## config.mk

```make
export PLATFORM = sky130hd
export DESIGN_NAME = matrix_multiply
export DESIGN_NICKNAME = d
export VERILOG_FILES = /design/src/hdl/mm_pkg.sv /design/src/hdl/matrix_multiply.sv /design/src/hdl/mm_mem.sv /design/src/hdl/mm_div.sv /design/src/hdl/mm_mac.sv
export SDC_FILE = /design/constraint.sdc
export NUM_CORES = 2
export LEC_CHECK = 0
export BUFFER_PORTS_ARGS = -buffer_cell sky130_fd_sc_hd__buf_2
export CAP_MARGIN = 20
export CORE_MARGIN = 8
export CORE_UTILIZATION = 38
export DETAILED_ROUTE_END_ITERATION = 8
export PLACE_DENSITY_LB_ADDON = 0.08
export SLEW_MARGIN = 30
export SYNTH_ARGS = -nofsm -noshare
export SYNTH_HDL_FRONTEND = slang
export SYNTH_SLANG_ARGS = --single-unit
```

## constraint.sdc

```tcl
create_clock -name clk -period 8.3 [get_ports clk]
set_clock_uncertainty 0.05 [all_clocks]
set_input_delay 0.415 -clock clk [delete_from_list [all_inputs] [get_ports clk]]
set_output_delay 0.415 -clock clk [all_outputs]
set_load 0.1 [all_outputs]
```

## src/hdl/mm_pkg.sv

```systemverilog
// Shared types and constants for the matrix multiplier.
package mm_pkg;

  localparam int CFG_W    = 4;
  localparam int CFG_IDX_W = 2;
  localparam int ROW_W    = 3;
  localparam int COL_W    = 3;
  localparam int PROD_W   = 35;
  localparam int M_DATA_W = 48;

  localparam logic [CFG_W-1:0] DIM_RESET = 4'd8;

  typedef enum logic [CFG_IDX_W-1:0] {
    REG_ROWS_A = 2'd0,
    REG_INNER  = 2'd1,
    REG_COLS_B = 2'd2
  } cfg_reg_t;

  typedef enum logic [2:0] {
    ST_IDLE,
    ST_DIV1,
    ST_DIV2,
    ST_WRITE,
    ST_CALC,
    ST_DRAIN,
    ST_PUSH
  } state_t;

  typedef struct packed {
    logic valid;
    logic first;
    logic last;
  } mac_ctl_t;

endpackage

```

## src/hdl/matrix_multiply.sv

```systemverilog
// Matrix multiplier: loads A then B element by element, then streams the product.
// Each loaded element goes through accept, two divider stages and the store write.
// The element that completes B also starts the product: each product element is
// accumulated over inner_size reads on the shared multiply-accumulate, then pushed out.
// One item at a time; s_tready is low while an element or the product is in progress.
// Synchronous reset: dimensions go to 8, load count to 0; stores are not cleared.
module matrix_multiply import mm_pkg::*; #(
  parameter int MAX_DIM    = 8,
  parameter int ELEM_WIDTH = 16
) (
  input  logic                                clk,
  input  logic                                rst,
  input  logic                                s_tvalid,
  output logic                                s_tready,
  input  logic [((ELEM_WIDTH + 7) / 8)*8-1:0] s_tdata,  // element
  output logic                                m_tvalid,
  input  logic                                m_tready,
  output logic [M_DATA_W-1:0]                 m_tdata,  // out_row, out_col, product_value
  output logic                                m_tlast,  // last
  input  logic                                cfg_valid,
  output logic                                cfg_ready,
  input  logic [CFG_IDX_W-1:0]                cfg_index,
  input  logic [CFG_W-1:0]                    cfg_data
);

  localparam int DEPTH  = MAX_DIM * MAX_DIM;
  localparam int ADDR_W = (DEPTH > 1) ? $clog2(DEPTH) : 1;
  localparam int CNT_W  = $clog2(2 * DEPTH);
  localparam int TOT_W  = CNT_W + 1;
  localparam int DIM_W  = $clog2(MAX_DIM + 1);
  localparam int IDX_W  = (MAX_DIM > 1) ? $clog2(MAX_DIM) : 1;
  localparam int PAD_W  = M_DATA_W - ROW_W - COL_W - PROD_W;

  function automatic logic [DIM_W-1:0] clamp_dim(input logic [CFG_W-1:0] v);
    if (v == '0) begin
      return DIM_W'(1);
    end else if (v > CFG_W'(MAX_DIM)) begin
      return DIM_W'(MAX_DIM);
    end else begin
      return DIM_W'(v);
    end
  endfunction

  state_t state, state_next;

  logic [CFG_W-1:0]      rows_a, inner_size, cols_b;
  logic [DIM_W-1:0]      m, n, p;
  logic [TOT_W-1:0]      size_a, total, lc_ext;
  logic [CNT_W-1:0]      load_count;
  logic                  in_a, in_b, job_end_now;

  logic [ELEM_WIDTH-1:0] elem;
  logic [CNT_W-1:0]      div_x;
  logic [DIM_W-1:0]      div_d;
  logic                  wr_a, wr_b, job_end;
  logic [CNT_W-1:0]      div_q;
  logic [DIM_W-1:0]      div_r;
  logic [ADDR_W-1:0]     waddr;

  logic [IDX_W-1:0]      ci, cj, ck;
  logic                  k_last, j_last, i_last, out_free;
  logic [ADDR_W-1:0]     raddr_a, raddr_b;
  logic [ELEM_WIDTH-1:0] rdata_a, rdata_b;
  logic                  we_a, we_b;

  mac_ctl_t              ctl_issue, ctl_rd;
  logic signed [PROD_W-1:0] acc;
  logic                  mac_done;

  logic [ROW_W-1:0]      out_row;
  logic [COL_W-1:0]      out_col;
  logic [PROD_W-1:0]     product_value;

  assign cfg_ready = 1'b1;

  always_ff @(posedge clk) begin
    if (rst) begin
      rows_a     <= DIM_RESET;
      inner_size <= DIM_RESET;
      cols_b     <= DIM_RESET;
    end else if (cfg_valid) begin
      case (cfg_index)
        REG_ROWS_A: rows_a     <= cfg_data;
        REG_INNER:  inner_size <= cfg_data;
        REG_COLS_B: cols_b     <= cfg_data;
        default:    ;
      endcase
    end
  end

  assign m      = clamp_dim(rows_a);
  assign n      = clamp_dim(inner_size);
  assign p      = clamp_dim(cols_b);
  assign size_a = TOT_W'(m) * TOT_W'(n);
  assign total  = size_a + TOT_W'(n) * TOT_W'(p);
  assign lc_ext = TOT_W'(load_count);

  assign in_a        = lc_ext < size_a;
  assign in_b        = !in_a && (lc_ext < total);
  assign job_end_now = (lc_ext + TOT_W'(1)) >= total;

  // load bookkeeping
  always_ff @(posedge clk) begin
    if (rst) begin
      load_count <= '0;
    end else if (s_tvalid && s_tready) begin
      load_count <= job_end_now ? '0 : CNT_W'(lc_ext + TOT_W'(1));
    end
  end

  always_ff @(posedge clk) begin
    if (s_tvalid && s_tready) begin
      elem    <= s_tdata[ELEM_WIDTH-1:0];
      div_x   <= in_a ? load_count : CNT_W'(lc_ext - size_a);
      div_d   <= in_a ? n : p;
      wr_a    <= in_a;
      wr_b    <= in_b;
      job_end <= job_end_now;
    end
  end

  mm_div #(
    .X_W   (CNT_W),
    .MAX_D (MAX_DIM)
  ) u_div (
    .clk (clk),
    .x   (div_x),
    .d   (div_d),
    .q   (div_q),
    .r   (div_r)
  );

  assign waddr = ADDR_W'(div_q) * ADDR_W'(MAX_DIM) + ADDR_W'(div_r);

  // product sequencing
  assign k_last   = DIM_W'(ck) == n - DIM_W'(1);
  assign j_last   = DIM_W'(cj) == p - DIM_W'(1);
  assign i_last   = DIM_W'(ci) == m - DIM_W'(1);
  assign out_free = !m_tvalid || m_tready;
  assign raddr_a  = ADDR_W'(ci) * ADDR_W'(MAX_DIM) + ADDR_W'(ck);
  assign raddr_b  = ADDR_W'(ck) * ADDR_W'(MAX_DIM) + ADDR_W'(cj);

  always_ff @(posedge clk) begin
    if (rst) begin
      state <= ST_IDLE;
    end else begin
      state <= state_next;
    end
  end

  always_comb begin
    state_next = state;
    case (state)
      ST_IDLE:  if (s_tvalid) state_next = ST_DIV1;
      ST_DIV1:  state_next = ST_DIV2;
      ST_DIV2:  state_next = ST_WRITE;
      ST_WRITE: state_next = job_end ? ST_CALC : ST_IDLE;
      ST_CALC:  if (k_last) state_next = ST_DRAIN;
      ST_DRAIN: if (mac_done) state_next = ST_PUSH;
      ST_PUSH: begin
        if (out_free) begin
          state_next = (i_last && j_last) ? ST_IDLE : ST_CALC;
        end
      end
      default:  state_next = ST_IDLE;
    endcase
  end

  always_comb begin
    s_tready  = 1'b0;
    we_a      = 1'b0;
    we_b      = 1'b0;
    ctl_issue = '0;
    case (state)
      ST_IDLE:  s_tready = 1'b1;
      ST_WRITE: begin
        we_a = wr_a;
        we_b = wr_b;
      end
      ST_CALC: begin
        ctl_issue.valid = 1'b1;
        ctl_issue.first = ck == '0;
        ctl_issue.last  = k_last;
      end
      default:  ;
    endcase
  end

  always_ff @(posedge clk) begin
    case (state)
      ST_WRITE: begin
        ci <= '0;
        cj <= '0;
        ck <= '0;
      end
      ST_CALC:  ck <= k_last ? '0 : ck + IDX_W'(1);
      ST_PUSH: begin
        if (out_free) begin
          if (j_last) begin
            cj <= '0;
            ci <= ci + IDX_W'(1);
          end else begin
            cj <= cj + IDX_W'(1);
          end
        end
      end
      default:  ;
    endcase
  end

  mm_mem #(
    .DEPTH (DEPTH),
    .WIDTH (ELEM_WIDTH)
  ) u_store_a (
    .clk   (clk),
    .we    (we_a),
    .waddr (waddr),
    .wdata (elem),
    .raddr (raddr_a),
    .rdata (rdata_a)
  );

  mm_mem #(
    .DEPTH (DEPTH),
    .WIDTH (ELEM_WIDTH)
  ) u_store_b (
    .clk   (clk),
    .we    (we_b),
    .waddr (waddr),
    .wdata (elem),
    .raddr (raddr_b),
    .rdata (rdata_b)
  );

  // control travels alongside the store read
  always_ff @(posedge clk) begin
    if (rst) begin
      ctl_rd <= '0;
    end else begin
      ctl_rd <= ctl_issue;
    end
  end

  mm_mac #(
    .ELEM_WIDTH (ELEM_WIDTH)
  ) u_mac (
    .clk  (clk),
    .rst  (rst),
    .ctl  (ctl_rd),
    .a    (rdata_a),
    .b    (rdata_b),
    .acc  (acc),
    .done (mac_done)
  );

  // output register
  always_ff @(posedge clk) begin
    if (rst) begin
      m_tvalid <= 1'b0;
    end else if (state == ST_PUSH && out_free) begin
      m_tvalid <= 1'b1;
    end else if (m_tready) begin
      m_tvalid <= 1'b0;
    end
  end

  always_ff @(posedge clk) begin
    if (state == ST_PUSH && out_free) begin
      out_row       <= ROW_W'(ci);
      out_col       <= COL_W'(cj);
      product_value <= acc;
      m_tlast       <= i_last && j_last;
    end
  end

  assign m_tdata = {{PAD_W{1'b0}}, product_value, out_col, out_row};

`ifndef SYNTHESIS
  a_load_step: assert property (@(posedge clk) disable iff (rst)
    (s_tvalid && s_tready) |=>
      (load_count == '0) || (load_count == CNT_W'($past(load_count) + CNT_W'(1))))
    else $error("load count did not advance by one or restart");

  a_done_in_drain: assert property (@(posedge clk) disable iff (rst)
    mac_done |-> (state == ST_DRAIN))
    else $error("dot product finished outside drain");

  a_write_after_div: assert property (@(posedge clk) disable iff (rst)
    (s_tvalid && s_tready) |-> ##3 (state == ST_WRITE))
    else $error("store write not three cycles after accepted item");

  a_one_store: assert property (@(posedge clk) disable iff (rst)
    (we_a || we_b) |-> !(we_a && we_b) && ($past(state, 3) == ST_IDLE))
    else $error("store write without a matching accepted item");
`endif

endmodule

```

## src/hdl/mm_mem.sv

```systemverilog
// Single-port-write, registered-read element store.
module mm_mem #(
  parameter int DEPTH = 64,
  parameter int WIDTH = 16,
  localparam int AW = (DEPTH > 1) ? $clog2(DEPTH) : 1
) (
  input  logic             clk,
  input  logic             we,
  input  logic [AW-1:0]    waddr,
  input  logic [WIDTH-1:0] wdata,
  input  logic [AW-1:0]    raddr,
  output logic [WIDTH-1:0] rdata
);

  logic [WIDTH-1:0] mem [DEPTH];

  always_ff @(posedge clk) begin
    if (we) begin
      mem[waddr] <= wdata;
    end
    rdata <= mem[raddr];
  end

endmodule

```

## src/hdl/mm_div.sv

```systemverilog
// Two-stage divider by a small divisor: reciprocal estimate, then one correction step.
module mm_div #(
  parameter int X_W   = 7,
  parameter int MAX_D = 8,
  localparam int D_W  = $clog2(MAX_D + 1)
) (
  input  logic           clk,
  input  logic [X_W-1:0] x,
  input  logic [D_W-1:0] d,
  output logic [X_W-1:0] q,
  output logic [D_W-1:0] r
);

  logic [X_W:0]         rcp [MAX_D + 1];
  logic [2*X_W:0]       est_full;
  logic [X_W-1:0]       q_est;
  logic [X_W-1:0]       x_r;
  logic [D_W-1:0]       d_r;
  logic [X_W+D_W-1:0]   qd;
  logic [X_W-1:0]       rem;

  for (genvar g = 0; g <= MAX_D; g++) begin : g_rcp
    localparam int unsigned RV = (1 << X_W) / (g + ((g == 0) ? 1 : 0));
    assign rcp[g] = (X_W + 1)'(RV);
  end

  // floor(x * floor(2^X_W / d) / 2^X_W) is the quotient or one short of it
  assign est_full = (2 * X_W + 1)'(x) * (2 * X_W + 1)'(rcp[d]);

  always_ff @(posedge clk) begin
    q_est <= est_full[2*X_W-1:X_W];
    x_r   <= x;
    d_r   <= d;
  end

  assign qd  = (X_W + D_W)'(q_est) * (X_W + D_W)'(d_r);
  assign rem = x_r - qd[X_W-1:0];

  always_ff @(posedge clk) begin
    if (rem >= X_W'(d_r)) begin
      q <= q_est + X_W'(1);
      r <= D_W'(rem - X_W'(d_r));
    end else begin
      q <= q_est;
      r <= D_W'(rem);
    end
  end

endmodule

```

## src/hdl/mm_mac.sv

```systemverilog
// Shared multiply-accumulate unit: registered product, then a 35-bit wrapping sum.
module mm_mac import mm_pkg::*; #(
  parameter int ELEM_WIDTH = 16
) (
  input  logic                         clk,
  input  logic                         rst,
  input  mac_ctl_t                     ctl,
  input  logic signed [ELEM_WIDTH-1:0] a,
  input  logic signed [ELEM_WIDTH-1:0] b,
  output logic signed [PROD_W-1:0]     acc,
  output logic                         done
);

  logic signed [2*ELEM_WIDTH-1:0] prod;
  logic signed [63:0]             prod_wide;
  logic signed [PROD_W-1:0]       prod_cut;
  mac_ctl_t                       ctl_p;

  assign prod_wide = 64'(prod);
  assign prod_cut  = prod_wide[PROD_W-1:0];

  always_ff @(posedge clk) begin
    if (rst) begin
      ctl_p <= '0;
      done  <= 1'b0;
    end else begin
      ctl_p <= ctl;
      done  <= ctl_p.valid && ctl_p.last;
    end
  end

  always_ff @(posedge clk) begin
    prod <= a * b;
    if (ctl_p.valid) begin
      acc <= ctl_p.first ? prod_cut : acc + prod_cut;
    end
  end

endmodule
```

==> summary.md <==
| Metric | Value |
|---|---|
| Status | `complete, no violations` |
| # placed instances | `8,983` |
| Crit-path slowest cell | `a2111oi_0` |
| Vias per inst | `5.22` |
| Syn Inst Count | `5,393` |
| Drt drc | `0` |
| Switch share | `33.3%` |
| Initial drt markers | `3,936` |
| GRT Total Usage | `18.2%` |
| DIE AREA | `283,000 um2` |
| Final TNS setup | `0 ns` |
| Syn_area_per_cell | `18.8 um2` |
| Leakage | `39.4 nW` |
| Distinct cells, synth | `68` |
| Ys Warns | `0` |
| CTS clk-pin slew, worst paths | `0.06 ns` |
| Die height | `532 um` |
| Initial core utilization | `38.2%` |
| First-pass DRT Iterations | `7` |
| Vias in the first global route | `52,205` |
| Setup-failing EPs final | `0` |
| Nets@finish | `6,325` |
| Worst r2r src | `u_store_a.rdata[10]$_DFF_P_` |
| Unrepaired setup endpoints after global routing | `no` |
| Fraction of registers with async set/reset | `0%` |
| Multi-input gate area | `31,400 um2` |
| Switching Power | `12.5 mW` |
| Top post-synthesis cells by area | `edfxtp_1 (64%), mux4_2 (15%), fa_1 (6.3%)` |
| Worst path max stage delay | `0.77 ns` |
| Htree depth | `5` |
| Fmax | `0.143 GHz` |
| Mapped Area | `101,000 um2` |
| Final setup margin | `1.29 ns` |
| Hold Crit Depth | `2` |
| First-pass GRT wire length | `378 mm` |
| Worst path arrival time | `7.75 ns` |
| Reg power frac | `35.4%` |
| Final Cycle Share | `84.5%` |
| Min-Delay Startpoint | `s_tdata[5]` |
| Routed vias | `49,597` |
| Post-CTS Setup Inserts | `0` |
| Nature of the critical path startpoint | `register` |
| Seq. cell area | `67,400 um2` |
| Peak VDD IR | `0.000516 V` |
| Root Driver | `clkbuf_16` |
| Core region area | `265,000 um2` |
| Setup WS pre-CTS | `1.29 ns` |
| Worst reg2reg path depth | `19` |
| Pint | `25.1 mW` |
| Die X | `532 um` |
| Post-cts gate resize count | `0` |
| WL final | `261 mm` |
| Top_reg_cell synth | `edfxtp_1` |
| CP Data Required Time | `9.04 ns` |
| Hold slack | `0.179 ns` |
| Cts hold-fix bufs | `30` |
| Initial antenna violation count | `23` |
| Top-level I/O count | `79` |
| IO buf count | `70` |
| Utilization after layout | `43.5%` |
| Post-Layout Cell Count | `9,494` |
| FF+latch count, synth | `2,283` |
| Worst reg2reg path endpoint | `u_mac.prod[30]$_DFF_P_` |
| CTS tree | `done` |
| DR WL/cell | `27.5 um` |
| Rel. slew slack | `34.1%` |
| Cell taking the most area after synthesis | `edfxtp_1` |
| HPWL after detailed placement | `164 mm` |
| Crit-path most repeated cell | `fa_1` |
| CP max FO | `16` |
| Cell Chain, Critical Path | `nand2_1 -> fa_1 -> inv_1 -> fa_1 -> inv_1 -> fa_1 -> fa_1 -> fa_1 -> fa_1 -> inv_1 -> ha_1 -> a21o_1 -> a21o_1 -> a2111oi_0 -> o21ai_1 -> a21oi_1 -> o21ai_1 -> o41ai_1 -> xnor2_1` |
| Final min period | `7.01 ns` |
| Number of enable flip-flop cells after synthesis | `2,164` |
| CTS max path bufs | `4` |
| Register area share after synthesis | `66.6%` |
| Max-cap violations | `0` |
| Filler cell count | `23,233` |
| Core Rows | `189` |
| Worst R2R Setup Slack | `1.29 ns` |
| Clk_lat worst skew | `0.91 ns` |
| Worst min-delay path class | `in2reg` |
| Clock power share | `29.7%` |
| Gpl congestion | `0.783` |
| Post-DRT Antenna Nets | `0` |
| TritonCTS Sinks | `2,283` |
| Final-report hold violation count | `0` |
| CTS buffer count | `276` |
| Largest net degree at the start of global routing | `129` |
| Yosys top cell area share | `64.2%` |
| Share of layout cells above drive strength 1 | `23.3%` |
| Hold Crit Endpoint | `elem[5]$_DFFE_PP_` |
| Fin. max-slew vios | `0` |
| Remaining global-route overflow | `0` |
| Kind of critical path | `reg2reg` |
| Pwr Density | `325 nW/um2` |
| Worst-margin pin slew | `0.988 ns` |
| CP Capture Type | `register` |
| Logic pwr share | `34.9%` |
| Syn-to-layout area delta | `14.1%` |
per-layer routing:
| layer | up-vias | track usage (%) | part of all wire, % |
|---|---|---|---|
| met5 | - | 0 | 0.0065 |
| met1 | 26704 | 25.0 | 44 |
| met4 | 2 | 4.99 | 2.5 |
| met3 | 361 | 2.34 | 3.6 |
| li1 | 21542 | - | - |
| met2 | 988 | 30.5 | 50 |
cell usage in the layout, fill, tap and decap left out, types with 16 or more instances in the layout:
cell type	Yosys	routed
clkbuf_1	122	59
nand3_1	26	26
a21o_1	35	35
o21ai_0	56	56
and2_1	134	134
nand2_1	299	297
xnor2_1	80	80
dlygate4sd3_1	0	30
a21oi_1	77	77
o21a_1	20	20
o21ai_1	23	23
fa_1	316	316
nor3_1	25	25
nor2_2	0	59
ha_1	223	223
inv_1	419	419
nand2b_1	22	22
clkinv_2	0	42
buf_4	35	189
mux4_2	672	672
nor2b_1	26	26
clkbuf_16	0	282
edfxtp_1	2164	2164
diode_2	0	16
xor2_1	37	37
buf_2	36	70
dfxtp_1	119	117
clkinv_1	1	53
nor2_1	238	171
worst max-delay path by stage:
stage	from	endpoint	slack [ns]	depth (start not counted)
global placement	u_store_b.rdata[4]$_DFF_P_	u_mac.prod[24]$_DFF_P_	1.33	20
global route	u_store_a.rdata[10]$_DFF_P_	u_mac.prod[24]$_DFF_P_	1.06	20
CTS	u_store_a.rdata[10]$_DFF_P_	u_mac.prod[24]$_DFF_P_	1.28	20
detailed placement	u_store_a.rdata[7]$_DFF_P_	u_mac.prod[24]$_DFF_P_	1.29	20
finish	u_store_a.rdata[10]$_DFF_P_	u_mac.prod[30]$_DFF_P_	1.29	19
floorplan	u_store_a.rdata[10]$_DFF_P_	u_mac.prod[24]$_DFF_P_	2.23	21
cell families (layout without fill, tap and decap cells):
logic type	after synthesis	after routing	synth area share [%]
multiplexers	690	690	15.1
AO/OA/AOI/OAI	300	300	1.93
buffers and inverters	643	1189	2.59
AND/OR/NAND/NOR	818	818	3.70
adder cells (fa/ha/maj)	540	540	9.02
XOR/XNOR	117	117	1.01
other	2	24	0.00742
flip-flops	2283	2283	66.6
stage by stage:
step / area (um2) / total power, mW
detailed placement: 107000 / 26.9
global placement: 107000 / 26.8
CTS: 115000 / 38.2
floorplan: 101000 / 23.2
finish: 115000 / 37.6
global route: 115000 / 40.0
critical path, delay by kind of cell (launching register included):
family	cells	cell delay [ns]
flops	1	0.73
simple gates	1	0.16
fa+ha+maj	7	3.40
compound gates	7	2.25
buf+inv	3	0.16
xor+xnor	1	0.17
cell usage after synthesis (all sizes together) (35+ instances only):
library cell     n
edfxtp        2164
buf            101
xnor2           80
and2           134
ha             223
inv            419
nor2           238
xor2            37
mux4           672
a21oi           78
fa             316
nand2          299
clkbuf         122
a21o            35
dfxtp          119
o21ai           79
flip-flops by register name, summed over array words and instances, names as in the netlist, 4 cells and up:
register and cells:
u_mac.prod 32, u_div.r 4, product_value 35, u_store_a.mem 1024
load_count 7, u_div.q_est 7, elem 16, rows_a 4
u_store_b.rdata 16, u_store_a.rdata 16, cols_b 4, u_mac.acc 35
div_x 7, div_d 4, u_store_b.mem 1024, u_div.x_r 7
u_div.d_r 4, inner_size 4
power groups by stage:
| stage | logic [mW] | registers (mW) | clock network [mW] |
|---|---|---|---|
| 5_1_grt | 14.8 | 13.3 | 11.9 |
| 2_1_floorplan | 9.66 | 13.5 | 0 |
| 4_1_cts | 13.4 | 13.3 | 11.5 |
| 6_report | 13.1 | 13.3 | 11.2 |
| 3_5_place_dp | 13.3 | 13.5 | 0 |
| 3_3_place_gp | 13.3 | 13.5 | 0 |
final cells by class:
cell class	instances	share of cell area (%)
sequential	2283	58.4
multi-input combinational	2473	27.2
inverter	420	1.37
antenna	16	0.0347
clock buffer	344	6.34
clock inverter	120	0.788
timing repair buffer	305	2.04
tap	3533	3.83
Note: power is estimated with default switching activity, not from simulation.
